File: src/rtl/rif_pkg.sv
package rif_pkg;

   localparam int CHANNEL_BITS = 8;
   localparam int CHANNELS = 3;
   localparam int CH_RED = 0;
   localparam int CH_GREEN = 1;
   localparam int CH_BLUE = 2;

   localparam int CFG_MODE_BITS = 3;
   localparam int CFG_WIDTH_BITS = 11;
   localparam int CFG_HEIGHT_BITS = 16;
   localparam int CFG_MAXC_BITS = 8;

   localparam logic [CFG_MODE_BITS-1:0] MODE_RESET = 3'd0;
   localparam logic [CFG_WIDTH_BITS-1:0] WIDTH_RESET = 11'd640;
   localparam logic [CFG_HEIGHT_BITS-1:0] HEIGHT_RESET = 16'd480;
   localparam logic [CFG_MAXC_BITS-1:0] MAXC_RESET = 8'd255;

   localparam int CSR_ADDR_BITS = 4;
   localparam int CSR_DATA_BITS = 32;

   // signed kernel sum, and its magnitude once clamped at zero
   localparam int KSUM_BITS = 13;
   localparam int KMAG_BITS = KSUM_BITS - 1;
   localparam int GSUM_BITS = CHANNEL_BITS + 2;

   // reciprocal multipliers, exact over the ranges in use
   localparam logic [11:0] DIV9_MUL = 12'd3641;
   localparam int DIV9_SHIFT = 15;
   localparam logic [9:0] DIV3_MUL = 10'd683;
   localparam int DIV3_SHIFT = 11;

   localparam int FIFO_DEPTH = 8;
   localparam int FIFO_PTR_BITS = $clog2(FIFO_DEPTH);
   localparam int FIFO_CNT_BITS = $clog2(FIFO_DEPTH + 1);

   typedef enum logic [CFG_MODE_BITS-1:0] {
      MODE_NONE    = 3'd0,
      MODE_GRAY    = 3'd1,
      MODE_EMBOSS  = 3'd2,
      MODE_EDGE    = 3'd3,
      MODE_BLUR    = 3'd4,
      MODE_INVERT  = 3'd5,
      MODE_SHARPEN = 3'd6
   } filter_mode_type;

   typedef enum logic [1:0] {
      REG_FILTER_MODE  = 2'd0,
      REG_IMAGE_WIDTH  = 2'd1,
      REG_IMAGE_HEIGHT = 2'd2,
      REG_MAX_COLOR    = 2'd3
   } csr_reg_type;

   typedef struct packed {
      logic [CHANNEL_BITS-1:0] red_in;
      logic [CHANNEL_BITS-1:0] green_in;
      logic [CHANNEL_BITS-1:0] blue_in;
      logic                    drain;
   } req_item_type;

   typedef struct packed {
      logic [CHANNEL_BITS-1:0] red_out;
      logic [CHANNEL_BITS-1:0] green_out;
      logic [CHANNEL_BITS-1:0] blue_out;
      logic                    frame_end;
   } rsp_item_type;

   typedef logic [CHANNELS-1:0][CHANNEL_BITS-1:0] pix_type;
   typedef pix_type [2:0][2:0] window_type;

   typedef struct packed {
      logic res_valid;
      logic interior;
      logic last;
   } pos_flags_type;

endpackage

File: src/rtl/rif_out_fifo.sv
module rif_out_fifo (
   input  logic                  clock,
   input  logic                  reset,
   input  logic                  credit_take,
   input  logic                  push,
   input  rif_pkg::rsp_item_type push_item,
   input  logic                  out_stall,
   output logic                  full,
   output logic                  out_valid,
   output rif_pkg::rsp_item_type out_item
);

   localparam int PB = rif_pkg::FIFO_PTR_BITS;
   localparam int CB = rif_pkg::FIFO_CNT_BITS;

   rif_pkg::rsp_item_type fifo_mem [rif_pkg::FIFO_DEPTH];

   logic [PB-1:0] wr_ptr_ff, rd_ptr_ff;
   logic [CB-1:0] fill_ff, credit_ff;
   logic          pop;

   assign pop = out_valid && !out_stall;

   always_ff @(posedge clock) begin
      if (push) begin
         fifo_mem[wr_ptr_ff] <= push_item;
      end
   end

   // credits cover every accepted item that still owes a result
   always_ff @(posedge clock) begin
      if (reset) begin
         wr_ptr_ff <= '0;
         rd_ptr_ff <= '0;
         fill_ff   <= '0;
         credit_ff <= '0;
      end else begin
         if (push) begin
            wr_ptr_ff <= wr_ptr_ff + PB'(1);
         end
         if (pop) begin
            rd_ptr_ff <= rd_ptr_ff + PB'(1);
         end
         fill_ff   <= fill_ff + CB'(push) - CB'(pop);
         credit_ff <= credit_ff + CB'(credit_take) - CB'(pop);
      end
   end

   assign full      = credit_ff >= CB'(rif_pkg::FIFO_DEPTH);
   assign out_valid = fill_ff != '0;
   assign out_item  = fifo_mem[rd_ptr_ff];

endmodule

File: config.mk
export PLATFORM = sky130hd
export DESIGN_NAME = rif_out_fifo
export DESIGN_NICKNAME = d
export VERILOG_FILES = /design/src/rtl/rif_pkg.sv /design/src/rtl/rif_out_fifo.sv
export SDC_FILE = /design/constraint.sdc
export NUM_CORES = 1
export LEC_CHECK = 0
export BUFFER_PORTS_ARGS = -buffer_cell sky130_fd_sc_hd__clkbuf_2
export CAP_MARGIN = 30
export CORE_MARGIN = 10
export CORE_UTILIZATION = 35
export CTS_CLUSTER_SIZE = 25
export DETAILED_ROUTE_END_ITERATION = 10
export PLACE_DENSITY = 0.63
export SYNTH_ARGS = -nofsm -noshare
export SYNTH_HDL_FRONTEND = slang
export SYNTH_SLANG_ARGS = --single-unit
File: constraint.sdc
create_clock -name clock -period 4.88 [get_ports clock]
set_clock_uncertainty 0.05 [all_clocks]
set_input_delay 0.244 -clock clock [delete_from_list [all_inputs] [get_ports clock]]
set_output_delay 0.244 -clock clock [all_outputs]
set_load 0.05 [all_outputs]
==> results.tsv <==
stage	metric	value	unit
worst_setup_path	worst path cell trace	buf_4 > mux4_1 > mux2_2 > clkbuf_2	
logic_synthesis	YS warnings	0	
detailed_routing	Routed WL per cell	19.6	um
timing	Slew @ Worst Pin	0.962	ns
logic_synthesis	Netlist cell types	26	
worst_setup_path	Startpoint Class	flip-flop	
detailed_routing	Vias per Instance	4.82	
timing	relative slew slack	35.7	%
worst_setup_path	worst path arrival time	2.75	ns
global_route	vias in the first global route	4389	
detailed_routing	final WL	16.2	mm
worst_setup_path	Worst setup EP type	primary output	
detailed_routing	via count	3999	
worst_setup_path	Worst Reg-to-Reg Cells	9	
global_route	GR Overflow Total	0	
detailed_routing	drc violations	0	
logic_synthesis	most numerous cell in the Yosys netlist	edfxtp_1	
logic_synthesis	commonest cells in the netlist	edfxtp_1 (200), mux4_1 (50), mux2_2 (26), dfxtp_1 (17), nor2_1 (16)	
detailed_routing	1st-iter DRT viols	209	
pwr	peak supply drop	0.390	mV
placed_design	DP HPWL	9.93	mm
global_route	largest net degree at the start of global routing	27	
run_status	status	finished, final reports clean	
timing	Final min period	3.04	ns
worst_setup_path	Crit path required time	4.59	ns
clock_network	H-tree depth	1	
logic_synthesis	Syn Area/Cell	22.0	sq um
worst_setup_path	slowest stage cell, crit path	dfxtp_2	
final_layout	fillers	2141	
logic_synthesis	FF+latch count, synth	217	
clock_network	post-cts resize count	0	
logic_synthesis	fraction of registers with async set/reset	0	%
final_layout	Design Area, Final	0.0103	sq mm
clock_network	CTS buffer count	23	
detailed_routing	First-pass DRT Iterations	4	
timing	share of the cycle needed by the critical path after routing	62.4	%
worst_hold_path	Hold Crit Class	in2reg	
pwr	Pleak	3.48	nW
final_layout	Synth-to-Final Area Change	20.1	%
worst_setup_path	maximum fanout along the worst path	18	
logic_synthesis	net count after synthesis	433	
worst_setup_path	critical path type	reg2out	
timing	final setup fails	0	
worst_setup_path	RR Startpoint	fill_ff[2]	
clock_network	count of clock tree sinks	217	
final_layout	register area	0.00635	sq mm
logic_synthesis	top cell type's share of synthesized area	69.9	%
worst_hold_path	Hold Startpoint	credit_take	
logic_synthesis	top post-synthesis cells by area	edfxtp_1 (70%), mux4_1 (15%), dfxtp_1 (4.0%)	
clock_network	clk_lat worst skew	0.50	ns
global_route	All-Layer GR Usage	10.4	%
placed_design	Placer Congestion	0.700	
floorplanning	Core Area	0.0242	sq mm
clock_network	Root Driver	clkbuf_16	
worst_setup_path	Reg2Reg Setup Slack	2.62	ns
clock_network	Clock transition at path regs	0.06	ns
timing	max-slew violations	0	
timing	RSZ-0062 raised after global routing	no	
floorplanning	FP Rows	57	
placed_design	Port Buf Inserts	56	
timing	highest clock rate	0.329	GHz
clock_network	CTS tree	done	
global_route	initial antenna violation count	1	
final_layout	layout cell share with drive strength beyond 1	26.8	%
worst_setup_path	Worst path max stage delay	0.71	ns
floorplanning	I/O pin count	57	
flow_run	number of max-cap violations	0	
timing	setup_tns	0	ns
final_layout	post-layout util	42.6	%
worst_setup_path	CP endpoint	out_item[13]	
pwr	PD cells	444	mW/mm^2
floorplanning	Die Height	177	um
global_route	first-pass GRT wire length	25.3	mm
placed_design	Placed Area	0.00941	sq mm
floorplanning	Initial Util	35.4	%
final_layout	fin nets	532	
logic_synthesis	post-synthesis cell count	391	
logic_synthesis	synthesized cell area	0.00859	sq mm
logic_synthesis	Top FF cell, synth	edfxtp_1	
logic_synthesis	post-synthesis sequential area ratio	73.9	%
detailed_routing	Detail Route Antenna Nets	0	
logic_synthesis	dominant cell type by area after synthesis	edfxtp_1	
floorplanning	Die Wd	177	um
timing	final hold violation count	0	
final_layout	multi-input combinational cell area	0.00215	sq mm
floorplanning	die area	0.0312	sq mm
pwr	Pwr Total	4.59	mW
clock_network	CTS max path bufs	3	
logic_synthesis	Post-synth EDFFs	200	
worst_setup_path	Reg2Reg Capture Point	credit_ff[3]	
[per-stage QoR]
step	setup slack (ns)	instances	hold slack [ns]
after floorplan	2.16	391	0.293
after global routing	1.70	828	0.0516
final	1.84	829	0.0317
after detailed placement	2.33	764	0.470
after CTS	1.78	828	0.0230
after global placement	1.99	758	0.440
[state kept, by name (all words and copies together) (netlist names), named ones only]
| signal | flops |
|---|---|
| fill_ff | 4 |
| fifo_mem | 200 |
| credit_ff | 4 |
| rd_ptr_ff | 3 |
| wr_ptr_ff | 3 |
[what timing repair did]
action / 4_1_cts / 5_1_grt
setup buffers: 0 / 0
endpoints found under the hold margin: 200 / 0
hold buffers: 25 / 0
[logic make-up (layout without fill, tap and decap cells)]
group | count (synthesis) | after routing | share of synthesized area, %
flip-flops | 217 | 217 | 73.9
multiplexers | 77 | 77 | 18.8
AND/OR/NAND/NOR | 37 | 37 | 2.16
buffers and inverters | 27 | 140 | 1.70
AO/OA/AOI/OAI | 17 | 17 | 1.12
adder cells (fa/ha/maj) | 12 | 12 | 1.92
XOR/XNOR | 4 | 4 | 0.408
other | 0 | 1 | 0
[metal layers]
layer  track usage [%]  vias to the layer above  part of all wire [%]
met5                 0                        -                     0
met4              2.17                        0                   1.4
met3              2.77                       17                   5.6
met2              18.0                       90                    51
met1              13.0                     2039                    42
li1                  -                     1853                     -
[cell usage in the layout (no fill, tap or decap), drive strengths merged, types with 5 or more instances in the layout]
master | Yosys | layout
edfxtp | 200 | 200
clkbuf | 2 | 83
mux4 | 50 | 50
mux2 | 26 | 26
dlygate4sd3 | 0 | 25
dfxtp | 17 | 17
nor2 | 16 | 16
inv | 10 | 12
ha | 10 | 10
clkinv | 0 | 10
buf | 15 | 10
a21oi | 9 | 9
nand2b | 5 | 5
[area by class of cell]
cell class / count / area share [%]
Antenna cell: 1 / 0.0242
Clock buffer: 27 / 5.72
Clock inverter: 12 / 0.703
Inverter: 10 / 0.364
Multi-Input combinational cell: 147 / 20.9
Sequential cell: 217 / 61.5
Tap cell: 324 / 3.93
Timing Repair Buffer: 91 / 6.89
[worst max-delay path, delay by kind of cell, from the launching register on]
kind / cells / cell delay [ns]
muxes: 2 / 0.89
DFF: 1 / 0.71
buffers and inverters: 2 / 0.62
[where the power goes]
group          internal [mW]  switching [mW]  total, mW
clock network          0.867           0.668       1.54
registers               2.11          0.0453       2.16
logic                  0.337           0.558      0.895
total                   3.31            1.27       4.59
[worst min path at each step]
stage,end,cells past startpoint
detailed placement,fifo_mem[4][5],1
floorplan,fifo_mem[0][0],0
global route,credit_ff[0],3
global placement,flip-flop,2
CTS,credit_ff[0],3
finish,credit_ff[0],3
(Power assumes the default switching activity.)
