`src/rtl/rif_pkg.sv`:
```
package rif_pkg;

   localparam int CHANNEL_BITS = 8;
   localparam int CHANNELS = 3;
   localparam int CH_RED = 0;
   localparam int CH_GREEN = 1;
   localparam int CH_BLUE = 2;

   localparam int CFG_MODE_BITS = 3;
   localparam int CFG_WIDTH_BITS = 11;
   localparam int CFG_HEIGHT_BITS = 16;
   localparam int CFG_MAXC_BITS = 8;

   localparam logic [CFG_MODE_BITS-1:0] MODE_RESET = 3'd0;
   localparam logic [CFG_WIDTH_BITS-1:0] WIDTH_RESET = 11'd640;
   localparam logic [CFG_HEIGHT_BITS-1:0] HEIGHT_RESET = 16'd480;
   localparam logic [CFG_MAXC_BITS-1:0] MAXC_RESET = 8'd255;

   localparam int CSR_ADDR_BITS = 4;
   localparam int CSR_DATA_BITS = 32;

   // signed kernel sum, and its magnitude once clamped at zero
   localparam int KSUM_BITS = 13;
   localparam int KMAG_BITS = KSUM_BITS - 1;
   localparam int GSUM_BITS = CHANNEL_BITS + 2;

   // reciprocal multipliers, exact over the ranges in use
   localparam logic [11:0] DIV9_MUL = 12'd3641;
   localparam int DIV9_SHIFT = 15;
   localparam logic [9:0] DIV3_MUL = 10'd683;
   localparam int DIV3_SHIFT = 11;

   localparam int FIFO_DEPTH = 8;
   localparam int FIFO_PTR_BITS = $clog2(FIFO_DEPTH);
   localparam int FIFO_CNT_BITS = $clog2(FIFO_DEPTH + 1);

   typedef enum logic [CFG_MODE_BITS-1:0] {
      MODE_NONE    = 3'd0,
      MODE_GRAY    = 3'd1,
      MODE_EMBOSS  = 3'd2,
      MODE_EDGE    = 3'd3,
      MODE_BLUR    = 3'd4,
      MODE_INVERT  = 3'd5,
      MODE_SHARPEN = 3'd6
   } filter_mode_type;

   typedef enum logic [1:0] {
      REG_FILTER_MODE  = 2'd0,
      REG_IMAGE_WIDTH  = 2'd1,
      REG_IMAGE_HEIGHT = 2'd2,
      REG_MAX_COLOR    = 2'd3
   } csr_reg_type;

   typedef struct packed {
      logic [CHANNEL_BITS-1:0] red_in;
      logic [CHANNEL_BITS-1:0] green_in;
      logic [CHANNEL_BITS-1:0] blue_in;
      logic                    drain;
   } req_item_type;

   typedef struct packed {
      logic [CHANNEL_BITS-1:0] red_out;
      logic [CHANNEL_BITS-1:0] green_out;
      logic [CHANNEL_BITS-1:0] blue_out;
      logic                    frame_end;
   } rsp_item_type;

   typedef logic [CHANNELS-1:0][CHANNEL_BITS-1:0] pix_type;
   typedef pix_type [2:0][2:0] window_type;

   typedef struct packed {
      logic res_valid;
      logic interior;
      logic last;
   } pos_flags_type;

endpackage

```
`src/rtl/rif_kernel.sv`:
```
module rif_kernel (
   input  logic                                  clock,
   input  logic                                  reset,
   input  logic                                  in_valid,
   input  rif_pkg::window_type                   window,
   input  rif_pkg::pix_type                      center,
   input  rif_pkg::pos_flags_type                flags,
   input  logic [rif_pkg::CFG_MODE_BITS-1:0]     filter_mode,
   input  logic [rif_pkg::CFG_MAXC_BITS-1:0]     max_color,
   output logic                                  out_valid,
   output rif_pkg::rsp_item_type                 out_item
);

   localparam int CB = rif_pkg::CHANNEL_BITS;
   localparam int KS = rif_pkg::KSUM_BITS;
   localparam int KM = rif_pkg::KMAG_BITS;
   localparam int GS = rif_pkg::GSUM_BITS;
   localparam int NC = rif_pkg::CHANNELS;

   function automatic logic signed [KS-1:0] widen(input logic [CB-1:0] v);
      return $signed({{(KS-CB){1'b0}}, v});
   endfunction

   function automatic logic signed [KS-1:0] kernel_sum(
      input logic [rif_pkg::CFG_MODE_BITS-1:0] mode,
      input rif_pkg::window_type               win,
      input int                                ch
   );
      logic signed [KS-1:0] t00, t01, t02, t10, t11, t12, t20, t21, t22, all9, res;
      t00 = widen(win[0][0][ch]);
      t01 = widen(win[0][1][ch]);
      t02 = widen(win[0][2][ch]);
      t10 = widen(win[1][0][ch]);
      t11 = widen(win[1][1][ch]);
      t12 = widen(win[1][2][ch]);
      t20 = widen(win[2][0][ch]);
      t21 = widen(win[2][1][ch]);
      t22 = widen(win[2][2][ch]);
      all9 = t00 + t01 + t02 + t10 + t11 + t12 + t20 + t21 + t22;
      case (mode)
         rif_pkg::MODE_EMBOSS:  res = (t11 + t12 + t21 + (t22 <<< 1)) - ((t00 <<< 1) + t01 + t10);
         rif_pkg::MODE_EDGE:    res = (t11 <<< 3) + t11 - all9;
         rif_pkg::MODE_BLUR:    res = all9;
         rif_pkg::MODE_SHARPEN: res = (t11 <<< 2) + t11 - (t01 + t10 + t12 + t21);
         default:               res = '0;
      endcase
      return res;
   endfunction

   function automatic logic [CB-1:0] kernel_clamp(
      input logic signed [KS-1:0] s,
      input logic                 blur,
      input logic [CB-1:0]        maxc
   );
      logic [KM-1:0]    mag, v;
      logic [KM+11:0]   prod;
      mag  = s[KS-1] ? '0 : s[KM-1:0];
      prod = (KM+12)'(mag) * (KM+12)'(rif_pkg::DIV9_MUL);
      v    = blur ? KM'(prod >> rif_pkg::DIV9_SHIFT) : mag;
      if (v > KM'(maxc)) begin
         return maxc;
      end
      return v[CB-1:0];
   endfunction

   logic [NC-1:0][KS-1:0]  ksum;
   logic [GS-1:0]          gsum;

   logic [NC-1:0][KS-1:0]  ksum_ff;
   logic [GS-1:0]          gsum_ff;
   rif_pkg::pix_type       center_ff;
   rif_pkg::pos_flags_type flags_ff;
   logic                   valid_ff;

   logic [GS+9:0]          gprod;
   logic [CB-1:0]          gray;
   rif_pkg::pix_type       kern, inv, res;

   always_comb begin
      for (int c = 0; c < NC; c++) begin
         ksum[c] = kernel_sum(filter_mode, window, c);
      end
      gsum = GS'(center[rif_pkg::CH_RED]) + GS'(center[rif_pkg::CH_GREEN]) +
             GS'(center[rif_pkg::CH_BLUE]);
   end

   always_ff @(posedge clock) begin
      if (reset) begin
         valid_ff <= 1'b0;
      end else begin
         valid_ff <= in_valid;
      end
   end

   always_ff @(posedge clock) begin
      ksum_ff   <= ksum;
      gsum_ff   <= gsum;
      center_ff <= center;
      flags_ff  <= flags;
   end

   assign gprod = (GS+10)'(gsum_ff) * (GS+10)'(rif_pkg::DIV3_MUL);
   assign gray  = CB'(gprod >> rif_pkg::DIV3_SHIFT);

   always_comb begin
      for (int c = 0; c < NC; c++) begin
         kern[c] = kernel_clamp($signed(ksum_ff[c]), filter_mode == rif_pkg::MODE_BLUR,
                                max_color);
         inv[c]  = (center_ff[c] > max_color) ? '0 : max_color - center_ff[c];
      end
   end

   always_comb begin
      case (filter_mode) inside
         rif_pkg::MODE_GRAY:   res = {NC{gray}};
         rif_pkg::MODE_INVERT: res = inv;
         rif_pkg::MODE_EMBOSS, rif_pkg::MODE_EDGE, rif_pkg::MODE_BLUR,
         rif_pkg::MODE_SHARPEN: res = flags_ff.interior ? kern : center_ff;
         default:              res = center_ff;
      endcase
   end

   assign out_valid          = valid_ff;
   assign out_item.red_out   = res[rif_pkg::CH_RED];
   assign out_item.green_out = res[rif_pkg::CH_GREEN];
   assign out_item.blue_out  = res[rif_pkg::CH_BLUE];
   assign out_item.frame_end = flags_ff.last;

endmodule

```
`config.mk`:
```
export PLATFORM = sky130hd
export DESIGN_NAME = rif_kernel
export DESIGN_NICKNAME = d
export VERILOG_FILES = /design/src/rtl/rif_pkg.sv /design/src/rtl/rif_kernel.sv
export SDC_FILE = /design/constraint.sdc
export NUM_CORES = 2
export LEC_CHECK = 0
export ABC_AREA = 1
export BUFFER_PORTS_ARGS = -buffer_cell sky130_fd_sc_hd__buf_4
export CAP_MARGIN = 20
export CORE_MARGIN = 4
export CORE_UTILIZATION = 45
export DETAILED_ROUTE_END_ITERATION = 16
export HOLD_SLACK_MARGIN = 0.15
export PLACE_DENSITY = 0.75
export SYNTH_ARGS = -nofsm -noshare
export SYNTH_HDL_FRONTEND = slang
export SYNTH_SLANG_ARGS = --single-unit
```
`constraint.sdc`:
```
create_clock -name clock -period 6.3 [get_ports clock]
set_clock_uncertainty 0.05 [all_clocks]
set_input_delay 0.315 -clock clock [delete_from_list [all_inputs] [get_ports clock]]
set_output_delay 0.315 -clock clock [all_outputs]
set_load 0.03 [all_outputs]
```
==> reports/results.tsv <==
stage	metric	value	unit
run_status	outcome	finished with violations	
run_status	violations	setup timing	
floorplanning	io_pins	283	
global_routing	grt_use_total	23.6	%
logic_synthesis	synth.distinct_cells	56	
floorplanning	die-area	0.0708	mm2
sta	fmax	148	MHz
sta	hold_slack	0.287	ns
clock_tree	cts_tree	yes	
logic_synthesis	synth.net_count	5078	
logic_synthesis	synth_area_per_cell	7.82	um2
logic_synthesis	ys.flop_type	dfxtp_1	
sta	setup_viol	24	
sta	period_needed	6.74	ns
floorplanning	coreArea	0.0659	mm2
global_routing	antenna_found_initial	0	
logic_synthesis	yosys_warnings	0	
setup_path	cp.required	5.93	ns
sta	rsz0062_at_grt	yes	
sta	slew-limit-headroom	28.5	%
setup_path	worstSetupStartpointType	flop	
logic_synthesis	postSynthCellCount	3831	
floorplanning	initial_core_util	45.5	%
setup_path	path_class	flop to primary output	
floorplanning	rows	94	
routing	drc	0	
sta	hold_viol	0	
routing	num_vias	26748	
placed_design	place_hpwl	69900	um
setup_path	cp_max_fo	5	
finish	seq_area	0.00154	mm2
clock_tree	clk_pin_slew_worst_paths	0.07	ns
setup_path	slowest_delay	0.55	ns
floorplanning	die_w	266	um
routing	drt.antenna.violating_nets	0	
global_routing	grt_pass1_vias	28099	
clock_tree	numCtsBuffers	9	
setup_path	crit_top_cell	nand2_1	
placed_design	io_buffers	281	
routing	drt-initial-drc-count	1457	
finish	fillers	5916	
logic_synthesis	ys_seq_area_share	5.08	%
routing	via_per_inst	5.10	
setup_path	end_kind	primary output	
floorplanning	fp.dieH	266	um
routing	firstDrtPassIters	6	
sta	finalCritPeriodShare	107	%
setup_path	cp_slowest_cell	fa_1	
routing	wirelength	82500	um
finish	finalNetCount	5618	
sta	tightestPinTransition	1.07	ns
global_routing	grt_first_pass_wirelength	137000	um
run	maxCapViolCount	0	
sta	maxSlewViolCount	0	
setup_path	cp.arrival	6.37	ns
logic_synthesis	syn-cell-area	0.0300	mm2
logic_synthesis	ys_ff_latch	76	
sta	setup_slack	-0.437	ns
logic_synthesis	synthArstFlopShare	0	%
finish	diodes	0	
placed_design	gp_congestion	0.922	
routing	wl_per_cell	15.7	um
clock_tree	cts_root_buffer	clkbuf_16	
global_routing	grt_start_max_net_pins	58	
clock_tree	htreeDepth	3	
clock_tree	clock_sinks	76	
finish	drive_above_1_share	20.9	%
finish	area_growth	24.1	%
min_path	min-delay-path-class	primary input to flop	
logic_synthesis	synth_edf_count	0	
finish	multi_input_area	0.0264	mm2
clock_tree	clock_path_buffers	2	
global_routing	overflow	0	
[layout make-up]
cell class                      instances  area share [%]
Sequential cell                        76            4.13
Tap cell                              864            2.91
Clock buffer                            9           0.606
Multi-Input combinational cell       2817            71.1
Clock inverter                          7           0.182
Timing Repair Buffer                  554            11.8
Inverter                              913            9.30
[cells in the mapped netlist (10+ instances only)]
cell type / count / area (um2)
inv_1: 906 / 3400
nand2_1: 694 / 2610
ha_1: 519 / 6490
fa_1: 471 / 9430
a21oi_1: 254 / 1270
nor2_1: 215 / 807
nand3_1: 166 / 831
o21ai_0: 141 / 706
dfxtp_1: 76 / 1520
xor2_1: 52 / 455
xnor2_1: 34 / 298
o21bai_1: 29 / 218
o2111ai_1: 28 / 245
nand4_1: 25 / 156
or2_2: 23 / 144
nor3_1: 18 / 90.1
nand3b_1: 17 / 128
a21o_1: 12 / 90.1
clkbuf_1: 11 / 41.3
o22ai_1: 11 / 68.8
buf_2: 10 / 50.1
o21ai_1: 10 / 50.1
o221ai_1: 10 / 87.6
[logic make-up after synthesis]
group / after synthesis / synth area share (%)
buffers and inverters: 941 / 12.0
adders and majority gates: 990 / 53.1
xor gates and xnor gates: 86 / 2.51
DFF: 76 / 5.08
and+or+nand+nor: 1197 / 17.0
AOI/OAI and AO/OA: 541 / 10.3
[sequential cells by signal, indices dropped and copies added, names as in the netlist]
register / count
flags_ff: 1
out_valid: 1
center_ff: 24
out_item: 1
ksum_ff: 39
gsum_ff: 10
[placed cells by master (no fill, tap or decap), types with 17 or more instances in the layout]
cell and count:
a21oi_1 218, a21oi_2 34, buf_4 488, buf_6 37, dfxtp_1 70, dlygate4sd3_1 28
fa_1 469, ha_1 457, ha_4 50, inv_1 865, inv_2 41, nand2_1 619
nand2_2 67, nand2_4 18, nand3_1 153, nand3_2 18, nand3b_1 17, nand4_1 25
nor2_1 167, nor2_2 27, nor2_4 30, o2111ai_1 28, o21ai_0 114, o21ai_1 27
o21bai_1 26, or2_2 20, xnor2_1 34, xor2_1 50
[worst max-delay path: cells and delay by family (launching register included)]
family / cells / cell delay [ns]
fa+ha+maj: 7 / 2.53
simple gates: 20 / 1.78
compound gates: 4 / 0.65
buf+inv: 8 / 0.57
flops: 1 / 0.41
[timing repair]
item,CTS,global route
pin swaps,161,65
gates cloned,3,0
setup buffers,64,12
hold buffers,28,0
resized for setup,322,111
setup endpoints to repair,24,24
hold endpoints to repair,27,0
[worst paths after layout]
check         from            to  slack [ns]  cells past startpoint
min    window[184]   ksum_ff[26]        0.29                      4
max    ksum_ff[12]  out_item[23]       -0.44                     39
[per-stage QoR]
step                      worst slack, ns  utilization [%]  std cells  TNS, ns  instance area, um2
final                              -0.437             56.5       5240    -9.05               37200
after global routing               -0.760             56.5       5240   -17.16               37200
after CTS                          -0.324             55.7       5228    -5.99               36700
after detailed placement           -0.428             52.1       5118    -7.67               34300
after global placement             -0.258             52.1       5118    -3.86               34300
after floorplan                    0.0578                -       3831        0               30000
[metal layers]
| metal | global-route usage, % | vias to the layer above | part of all wire [%] |
|---|---|---|---|
| li1 | - | 13173 | - |
| met1 | 30.6 | 12775 | 43 |
| met2 | 41.7 | 661 | 50 |
| met3 | 2.68 | 139 | 5.0 |
| met4 | 6.53 | 0 | 2.7 |
| met5 | 0 | - | 0 |
Power is left out: the tool's default activity adds up to more than one toggle a clock period on the data nets, which glitch-free logic cannot reach.
