## config.mk

```make
export PLATFORM = sky130hd
export DESIGN_NAME = rif_pos_ctrl
export DESIGN_NICKNAME = d
export VERILOG_FILES = /design/src/rtl/rif_pkg.sv /design/src/rtl/rif_pos_ctrl.sv
export SDC_FILE = /design/constraint.sdc
export NUM_CORES = 1
export LEC_CHECK = 0
export ABC_AREA = 1
export BUFFER_PORTS_ARGS = -buffer_cell sky130_fd_sc_hd__buf_2
export CAP_MARGIN = 40
export CORE_ASPECT_RATIO = 0.75
export CORE_MARGIN = 1.5
export CORE_UTILIZATION = 45
export CTS_CLUSTER_DIAMETER = 150
export DETAILED_ROUTE_END_ITERATION = 12
export PLACE_DENSITY = 0.73
export SKIP_LAST_GASP = 1
export SYNTH_ARGS = -nofsm -noshare
export SYNTH_HDL_FRONTEND = slang
export SYNTH_SLANG_ARGS = --single-unit
```

## constraint.sdc

```tcl
create_clock -name clock -period 2.7 [get_ports clock]
set_input_delay 0.27 -clock clock [delete_from_list [all_inputs] [get_ports clock]]
set_output_delay 0.27 -clock clock [all_outputs]
set_load 0.02 [all_outputs]
```

## src/rtl/rif_pkg.sv

```systemverilog
package rif_pkg;

   localparam int CHANNEL_BITS = 8;
   localparam int CHANNELS = 3;
   localparam int CH_RED = 0;
   localparam int CH_GREEN = 1;
   localparam int CH_BLUE = 2;

   localparam int CFG_MODE_BITS = 3;
   localparam int CFG_WIDTH_BITS = 11;
   localparam int CFG_HEIGHT_BITS = 16;
   localparam int CFG_MAXC_BITS = 8;

   localparam logic [CFG_MODE_BITS-1:0] MODE_RESET = 3'd0;
   localparam logic [CFG_WIDTH_BITS-1:0] WIDTH_RESET = 11'd640;
   localparam logic [CFG_HEIGHT_BITS-1:0] HEIGHT_RESET = 16'd480;
   localparam logic [CFG_MAXC_BITS-1:0] MAXC_RESET = 8'd255;

   localparam int CSR_ADDR_BITS = 4;
   localparam int CSR_DATA_BITS = 32;

   // signed kernel sum, and its magnitude once clamped at zero
   localparam int KSUM_BITS = 13;
   localparam int KMAG_BITS = KSUM_BITS - 1;
   localparam int GSUM_BITS = CHANNEL_BITS + 2;

   // reciprocal multipliers, exact over the ranges in use
   localparam logic [11:0] DIV9_MUL = 12'd3641;
   localparam int DIV9_SHIFT = 15;
   localparam logic [9:0] DIV3_MUL = 10'd683;
   localparam int DIV3_SHIFT = 11;

   localparam int FIFO_DEPTH = 8;
   localparam int FIFO_PTR_BITS = $clog2(FIFO_DEPTH);
   localparam int FIFO_CNT_BITS = $clog2(FIFO_DEPTH + 1);

   typedef enum logic [CFG_MODE_BITS-1:0] {
      MODE_NONE    = 3'd0,
      MODE_GRAY    = 3'd1,
      MODE_EMBOSS  = 3'd2,
      MODE_EDGE    = 3'd3,
      MODE_BLUR    = 3'd4,
      MODE_INVERT  = 3'd5,
      MODE_SHARPEN = 3'd6
   } filter_mode_type;

   typedef enum logic [1:0] {
      REG_FILTER_MODE  = 2'd0,
      REG_IMAGE_WIDTH  = 2'd1,
      REG_IMAGE_HEIGHT = 2'd2,
      REG_MAX_COLOR    = 2'd3
   } csr_reg_type;

   typedef struct packed {
      logic [CHANNEL_BITS-1:0] red_in;
      logic [CHANNEL_BITS-1:0] green_in;
      logic [CHANNEL_BITS-1:0] blue_in;
      logic                    drain;
   } req_item_type;

   typedef struct packed {
      logic [CHANNEL_BITS-1:0] red_out;
      logic [CHANNEL_BITS-1:0] green_out;
      logic [CHANNEL_BITS-1:0] blue_out;
      logic                    frame_end;
   } rsp_item_type;

   typedef logic [CHANNELS-1:0][CHANNEL_BITS-1:0] pix_type;
   typedef pix_type [2:0][2:0] window_type;

   typedef struct packed {
      logic res_valid;
      logic interior;
      logic last;
   } pos_flags_type;

endpackage

```

## src/rtl/rif_pos_ctrl.sv

```systemverilog
module rif_pos_ctrl #(
   parameter int MAX_WIDTH = 1024
) (
   input  logic                                     clock,
   input  logic                                     reset,
   input  logic                                     accept,
   input  logic [rif_pkg::CFG_WIDTH_BITS-1:0]       image_width,
   input  logic [rif_pkg::CFG_HEIGHT_BITS-1:0]      image_height,
   output logic [$clog2(MAX_WIDTH)-1:0]             in_col,
   output logic [$clog2(MAX_WIDTH)-1:0]             out_col,
   output rif_pkg::pos_flags_type                   flags
);

   localparam int AW = $clog2(MAX_WIDTH);
   localparam int EW = (AW + 1 > rif_pkg::CFG_WIDTH_BITS) ? AW + 1 : rif_pkg::CFG_WIDTH_BITS;
   localparam int HW = rif_pkg::CFG_HEIGHT_BITS;

   logic [AW-1:0] in_col_ff, in_col_in, out_col_ff, out_col_in;
   logic [HW-1:0] in_row_ff, in_row_in, out_row_ff, out_row_in;
   logic          primed_ff, primed_in;
   logic [EW-1:0] eff_w, in_col_next, out_col_next;
   logic [HW:0]   eff_h, out_row_next;
   logic          in_wrap, out_wrap, res_valid, interior, last;

   always_comb begin
      if (image_width == '0) begin
         eff_w = EW'(1);
      end else if (EW'(image_width) > EW'(MAX_WIDTH)) begin
         eff_w = EW'(MAX_WIDTH);
      end else begin
         eff_w = EW'(image_width);
      end
      eff_h = (image_height == '0) ? (HW+1)'(1) : {1'b0, image_height};
   end

   assign in_col_next  = EW'(in_col_ff) + EW'(1);
   assign out_col_next = EW'(out_col_ff) + EW'(1);
   assign out_row_next = {1'b0, out_row_ff} + (HW+1)'(1);
   assign in_wrap      = in_col_next >= eff_w;
   assign out_wrap     = out_col_next >= eff_w;

   // output starts once the window has seen a row plus one pixel
   assign res_valid = primed_ff || (in_row_ff >= HW'(2)) ||
                      ((in_row_ff == HW'(1)) && (in_col_ff != '0));
   assign interior  = (out_col_ff != '0) && !out_wrap && (out_row_ff != '0) &&
                      (out_row_next < eff_h);
   assign last      = (out_row_next >= eff_h) && out_wrap;

   always_comb begin
      in_col_in  = in_col_ff;
      in_row_in  = in_row_ff;
      out_col_in = out_col_ff;
      out_row_in = out_row_ff;
      primed_in  = primed_ff;
      if (accept) begin
         if (in_wrap) begin
            in_col_in = '0;
            if (in_row_ff != '1) begin
               in_row_in = in_row_ff + HW'(1);
            end
         end else begin
            in_col_in = in_col_next[AW-1:0];
         end
         if (res_valid) begin
            primed_in = 1'b1;
            if (last) begin
               in_col_in  = '0;
               in_row_in  = '0;
               out_col_in = '0;
               out_row_in = '0;
               primed_in  = 1'b0;
            end else if (out_wrap) begin
               out_col_in = '0;
               if (out_row_ff != '1) begin
                  out_row_in = out_row_ff + HW'(1);
               end
            end else begin
               out_col_in = out_col_next[AW-1:0];
            end
         end
      end
   end

   always_ff @(posedge clock) begin
      if (reset) begin
         in_col_ff  <= '0;
         in_row_ff  <= '0;
         out_col_ff <= '0;
         out_row_ff <= '0;
         primed_ff  <= 1'b0;
      end else begin
         in_col_ff  <= in_col_in;
         in_row_ff  <= in_row_in;
         out_col_ff <= out_col_in;
         out_row_ff <= out_row_in;
         primed_ff  <= primed_in;
      end
   end

   assign in_col          = in_col_ff;
   assign out_col         = out_col_ff;
   assign flags.res_valid = res_valid;
   assign flags.interior  = interior;
   assign flags.last      = last;

endmodule

```

==> results.md, run 1 <==
- Status: complete, but fails checks
- Failing checks: negative setup slack
- # fillers: 577
- Endpoints failing setup: 55
- Critical Path AT: 3.50 ns
- GRT Total Usage: 0.2796
- Clk pwr share: 0.250
- Leakage: 3.312 nW
- Most frequent cell after synthesis: nand2_1
- Overall Power: 2.742 mW
- Number of global-route vias before repair: 5,257
- Cell Area, Placed: 5662 um2
- Clock root buffer: clkbuf_16
- Area Overhead vs Synth: 61.52%
- Clock Skews: 0.01341 ns
- FMAX: 304.5 MHz
- Final WL: 19,360 um
- Placed wire-length estimate: 10,010 um
- Congestion Overflow GR: 0
- Initial antenna violation count: 0
- Post-DR wirelength/cell: 19.34 um
- Fin crit share: 1.216
- Max_slew headroom: 0.5169
- YS warnings: 0
- Max-Cap Viols: 0
- Sw Ratio: 0.3870
- Die area: 10,690 um2
- Top post-synthesis cells by area: dfxtp_1, ha_1, nand2_1
- Final-stage net count: 945
- CP startpoint kind: register
- Mapped Area: 4533 um2
- Max stage delay on crit path: 0.39 ns
- Worst vdd ir: 0.3172 mV
- CP required: 2.92 ns
- Area share of the largest cell type after synthesis: 0.2341
- Int Pwr: 1.681 mW
- Synth area leader: dfxtp_1
- Cell count after synthesis: 680
- Part of the power in registers: 0.326
- DRT iter0 DRCs: 611
- Chip width: 118.9 um
- First-pass GRT wire length: 24,410 um
- H-tree levels: 2
- Die Y: 89.92 um
- Via density: 5.823
- Minimum clock period after layout: 3.284 ns
- Clock Latency Late Sink: 0.31 ns
- Fraction of registers with async set/reset: 0
- Final Non-Filler Cells: 1,001
- Vias: 5,829
- Critical path class: register to register
- IO Pins: 53
- Max stage delay cell, worst path: dfxtp_4
- Psw: 1.061 mW
- Drt drc: 0
- Net count after synthesis: 757
- P per Cell Area: 374.5 nW/um2
- Most used flip-flop cell after synthesis: dfxtp_1
- Final setup margin: -0.5838 ns
- Starting Density: 0.4656
- RSZ-0062 raised after global routing: true
- DRT antenna net count: 0
- Clock sinks: 53
- Cells after DPL: 947
- Sequential-to-total area share from yosys stat: 0.2341
- Core Region: 9736 um2
- Clk buf depth: 2
- Largest net degree at the start of global routing: 17
- Slew @ Worst Pin: 0.7180 ns
- Max FO, Critical Path: 5
- Part of the power in combinational logic: 0.424
- Fin. Hold Viols: 0
- Placement row count: 31
- Share of cells above drive strength 1: 0.4707
- Hold WS: 0.3226 ns
- Setup crit end kind: register
- Ant diodes: 0
- CTS tree: done
- Post-route core utilization: 0.7521
- Synthesis-stage register bit count: 53
- Hold_buf cts: 0
- Count of different cell masters after synthesis: 42
- Delay-heaviest family, CP: simple AND/OR/NAND/NOR gates
- Post-route cell area: 7322 um2
- Post-synth EDFFs: 0
- Worst-path clk slew: 0.08 ns
- Final Max Tran Viols: 0
- Pre-Repair DR Iteration Count: 7
- Crit path buf inv count: 3
- Worst path most repeated cell: nand2_1
- Hold Path Class: input port to register
- GPL Wtd Cong: 0.9259
- CTS Buf Count: 5
- Synth cell count leaders: nand2_1, inv_1, nor2_1
- CP Cell Sequence: nand3_4 -> nor2_4 -> nand4_1 -> nor2_2 -> nand2_1 -> xor2_2 -> ha_4 -> a21oi_2 -> nand2_1 -> o21bai_1 -> nor2_2 -> buf_6 -> nand3_4 -> buf_6 -> nor2_4 -> buf_12 -> nand2_1 -> a21oi_2
- IO Port Bufs: 52
- Mean Syn Cell Area: 6.666 um2
## cell type report
class                           count  area [um2]  area share
Multi-Input combinational cell    515        3966      0.5417
Timing Repair Buffer              196        1564      0.2136
Sequential cell                    53        1092      0.1492
Inverter                           96       380.4     0.05195
Tap cell                          132       165.2     0.02256
Clock buffer                        6       128.9     0.01760
Clock inverter                      2       13.76    0.001880
Timing Repair inverter              1       11.26    0.001538
## metal layers
metal	up-vias	share of wire	GRT usage
met5	-	0	0
met4	0	0.074	0.09538
met3	157	0.085	0.04378
met2	395	0.47	0.4869
met1	2695	0.37	0.3520
li1	2582	-	-
## final timing paths
kind                 start       endpoint  depth (start not counted)  slack (ns)
min reg2reg     out_col[4]     out_col[4]                          2        0.51
min                  reset  in_row_ff[14]                          2        0.32
max          out_row_ff[0]  out_row_ff[3]                         18       -0.58
max reg2reg  out_row_ff[0]  out_row_ff[3]                         18       -0.58
## cell families (layout without fill, tap and decap cells)
family                   count (synthesis)  in the layout  synth area share
AND/OR/NAND/NOR                        359            359            0.3790
buffers and inverters                  112            301            0.1030
AO/OA/AOI/OAI                           83             83            0.1041
flip-flops                              53             53            0.2341
adder cells (fa/ha/maj)                 47             47            0.1297
XOR/XNOR                                26             26           0.05023
## flip-flops by register name (all words and copies together) (netlist names)
register    flops
in_row_ff      16
out_row_ff     16
in_col         10
out_col        10
primed_ff       1
## power by group through the flow
stage / Clock [mW] / Combinational [mW] / Sequential (mW)
4_1_cts: 0.668 / 0.937 / 0.883
3_5_place_dp: 0 / 0.790 / 0.894
5_1_grt: 0.707 / 1.23 / 0.899
2_1_floorplan: 0 / 0.437 / 0.928
6_report: 0.686 / 1.16 / 0.894
3_3_place_gp: 0 / 0.760 / 0.890
## timing repair
item	in CTS	in global routing
pin swaps	69	62
setup endpoints to repair	54	55
gates resized for setup	136	118
gates cloned	3	2
buffers inserted	25	23
## per-stage QoR
stage	TNS (ns)	setup slack, ns
CTS	-5.031	-0.3117
global route	-22.91	-0.6701
detailed placement	-10.26	-0.3097
finish	-18.22	-0.5838
floorplan	-0.07402	-0.03113
global placement	-5.269	-0.2037
## cell usage in the layout, fill, tap and decap left out, types with 18 or more instances in the layout
cell type  netlist  final
o21ai_2          9     19
buf_2            4     50
buf_6            2     18
a21oi_1         41     22
inv_1           92     84
nor2_1          78     51
a21oi_2          0     19
nand3_1         46     21
dfxtp_1         53     42
ha_1            47     32
buf_4            4    116
nand2_1        155    134
nand3_2         10     23
nor2_4           5     22
nor2_2          13     23
No activity file was read; power rests on OpenSTA's default activity.
==> inputs of run 2 (changes only) <==
--- a/config.mk
+++ b/config.mk
@@ -10,5 +10,4 @@
 export CAP_MARGIN = 40
 export CORE_ASPECT_RATIO = 0.75
-export CORE_MARGIN = 1.5
 export CORE_UTILIZATION = 45
 export CTS_CLUSTER_DIAMETER = 150
==> constraint.sdc (replaced) <==
create_clock -name clock -period 2.7 [get_ports clock]
set_input_delay 0.27 -clock clock [delete_from_list [all_inputs] [get_ports clock]]
set_output_delay 0.27 -clock clock [all_outputs]
set_load 0.05 [all_outputs]
==> run 2 against run 1 <==
  * The flow still finishes with violations (negative setup slack)
  * Register-to-register slack improved by 0.25 ns
  * Via count increased by 1.0%
  * Utilization decreased by 0.67 points
  * Total power increased by 2.5%
  * Critical path type is now register to output port
  * Critical endpoint is now flags[1]
  * Largest cell class unchanged
==> results.md, run 2 (same netlist as run 1, synthesis figures left out) <==
- GR Util met3: 0.04209 (was 0.04378)
- Leading cell type in the layout, fill and taps excluded: nand2_1 (unchanged)
- Grt met1 use: 0.3490 (was 0.3520)
- Part of the power in registers: 0.318 (was 0.326)
- CP required: 2.43 ns (was 2.92 ns)
- Number of global-route vias before repair: 5,006 (was 5,257)
- Setup crit end kind: output port (was register)
- Starting Density: 0.4656 (unchanged)
- Hold Crit Depth: 2 (unchanged)
- Max_slew headroom: 0.5453 (was 0.5169)
- Die area: 10,480 um2 (was 10,690 um2)
- Biggest regs: in_row_ff: 16 flops, out_row_ff: 16 flops (unchanged)
- Minimum clock period after layout: 3.323 ns (was 3.284 ns)
- Worst R2R End: out_row_ff[14] (was out_row_ff[3])
- Critical Path AT: 3.05 ns (was 3.50 ns)
- Clock sinks: 53 (unchanged)
- Clock root buffer: clkbuf_16 (unchanged)
- IO Port Bufs: 52 (unchanged)
- Placement row count: 31 (unchanged)
- Worst slack, placed: -0.3736 ns (was -0.3097 ns)
- Max FO, Critical Path: 4 (was 5)
- Clk buf depth: 2 (unchanged)
- Final-stage net count: 945 (unchanged)
- Slew @ Worst Pin: 0.6758 ns (was 0.7180 ns)
- Pre-Repair DR Iteration Count: 8 (was 7)
- Sw Ratio: 0.4056 (was 0.3870)
- Status: complete, but fails checks (unchanged)
- Failing checks: negative setup slack (unchanged)
- CTS tree: done (unchanged)
- R2R Setup Slk: -0.33 ns (was -0.58 ns)
- Hold EP: in_row_ff[15] (was in_row_ff[14])
- RSZ-0062 raised after global routing: true (unchanged)
- Worst vdd ir: 0.2881 mV (was 0.3172 mV)
- Psw: 1.140 mW (was 1.061 mW)
- Final Max Tran Viols: 0 (unchanged)
- IO Pins: 53 (unchanged)
- Int Pwr: 1.671 mW (was 1.681 mW)
- Leakage: 3.338 nW (was 3.312 nW)
- Drt drc: 0 (unchanged)
- Post-route core utilization: 0.7454 (was 0.7521)
- Area Overhead vs Synth: 60.09% (was 61.52%)
- Core Region: 9736 um2 (unchanged)
- Vias: 5,889 (was 5,829)
- Final WL: 18,670 um (was 19,360 um)
- GPL Wtd Cong: 0.9228 (was 0.9259)
- Most frequent cells in the layout: nand2_1, buf_4, inv_1 (unchanged)
- Clk pwr share: 0.244 (was 0.250)
- Overall Power: 2.811 mW (was 2.742 mW)
- Critical path class: register to output port (was register to register)
- FF-to-FF path depth: 17 (was 18)
- Cells after DPL: 948 (was 947)
- Part of the power in combinational logic: 0.439 (was 0.424)
- Worst-path clk slew: 0.08 ns (about the same)
- DRT iter0 DRCs: 644 (was 611)
- Final setup margin: -0.6228 ns (was -0.5838 ns)
- Fin crit share: 1.231 (was 1.216)
- Die Y: 88.92 um (was 89.92 um)
- FMAX: 301.0 MHz (was 304.5 MHz)
- Initial antenna violation count: 0 (unchanged)
- Largest net degree at the start of global routing: 17 (unchanged)
- Final Non-Filler Cells: 1,001 (unchanged)
- Hold_buf cts: 0 (unchanged)
- Share of cells above drive strength 1: 0.4764 (was 0.4707)
- GRT busiest layer: met2 (unchanged)
- Endpoints failing setup: 48 (was 55)
- Hold Path Class: input port to register (unchanged)
- Post-DR wirelength/cell: 18.65 um (was 19.34 um)
- Worst r2r src: out_row_ff[0] (unchanged)
- Max-Cap Viols: 0 (unchanged)
- Congestion Overflow GR: 0 (unchanged)
- P per Cell Area: 387.3 nW/um2 (was 374.5 nW/um2)
- H-tree levels: 2 (unchanged)
- Fin. Hold Viols: 0 (unchanged)
- CP startpoint kind: register (unchanged)
- Ant diodes: 0 (unchanged)
- GRT Total Usage: 0.2792 (was 0.2796)
- First-pass GRT wire length: 23,530 um (was 24,410 um)
- Hold Startpoint: reset (unchanged)
- Chip width: 117.9 um (was 118.9 um)
- DRT antenna net count: 0 (unchanged)
- Routing usage on met2: 0.4829 (was 0.4869)
- CTS Buf Count: 5 (unchanged)
- Setup TNS: -11.43 ns (was -18.22 ns)
- Via density: 5.883 (was 5.823)
- Placed wire-length estimate: 10,220 um (was 10,010 um)
- Clock Skews: 0.01311 ns (was 0.01341 ns)
- Clock Latency Late Sink: 0.31 ns (about the same)
[run 2: cell types whose count changed in the layout (fill, tap and decap cells not counted), sizes merged]
cell,previous run,this run
nand3,58,59
inv,96,95
[run 2: what timing repair did]
item | 4_1_cts | 5_1_grt
resized for setup | 109 | 135
buffers inserted | 24 | 19
setup endpoints to repair | 55 | 55
gates cloned | 2 | 2
pin swaps | 52 | 67
[run 2: layer usage]
| layer | vias to the layer above | share of wire |
|---|---|---|
| li1 | 2581 | - |
| met1 | 2730 | 0.37 |
| met2 | 443 | 0.48 |
| met3 | 135 | 0.087 |
| met4 | 0 | 0.064 |
| met5 | - | 0 |
[run 2: how the worst max path moves through the flow]
stage                        from  slack [ns]  cells past startpoint             to
floorplan               in_col[0]       -0.16                     18   in_row_ff[6]
global placement    out_row_ff[1]       -0.29                     18  out_row_ff[1]
detailed placement  out_row_ff[1]       -0.37                     18  out_row_ff[4]
CTS                 out_row_ff[0]       -0.41                     14       flags[1]
global route        out_row_ff[1]       -0.83                     14       flags[1]
finish              out_row_ff[0]       -0.62                     14       flags[1]
[run 2: per-stage QoR]
step           hold WS (ns)  cell area [um2]
6_report             0.3101             7257
4_1_cts              0.2753             6526
3_5_place_dp         0.4766             5708
2_1_floorplan        0.4571             4619
5_1_grt              0.3145             7257
3_3_place_gp         0.4648             5708
[run 2: power groups by stage]
stage | registers, mW | clock network (mW) | logic [mW]
2_1_floorplan | 0.999 | 0 | 0.457
5_1_grt | 0.897 | 0.728 | 1.30
6_report | 0.893 | 0.685 | 1.23
3_3_place_gp | 0.895 | 0 | 0.830
3_5_place_dp | 0.898 | 0 | 0.854
4_1_cts | 0.885 | 0.676 | 1.01
[run 2: area by class of cell]
class	count	area (um2)
Multi-Input combinational cell	516	3916
Fill cell	586	2479
Timing Repair Buffer	196	1556
Sequential cell	53	1099
Inverter	96	377.9
Tap cell	132	165.2
Clock buffer	6	128.9
Clock inverter	2	13.76
[run 2: worst max-delay path, stage by stage, from the launching register on]
cell and delay, ns:
dfxtp_4 0.39, ha_4 0.16, nand2_4 0.05, nor2_4 0.22, nand3_1 0.17, xor2_1 0.27
ha_1 0.30, nand2_1 0.08, a21oi_1 0.07, nor2_1 0.14, nand3_1 0.19, nand3_4 0.16
nand2_2 0.08, nor4_4 0.26, buf_6 0.20
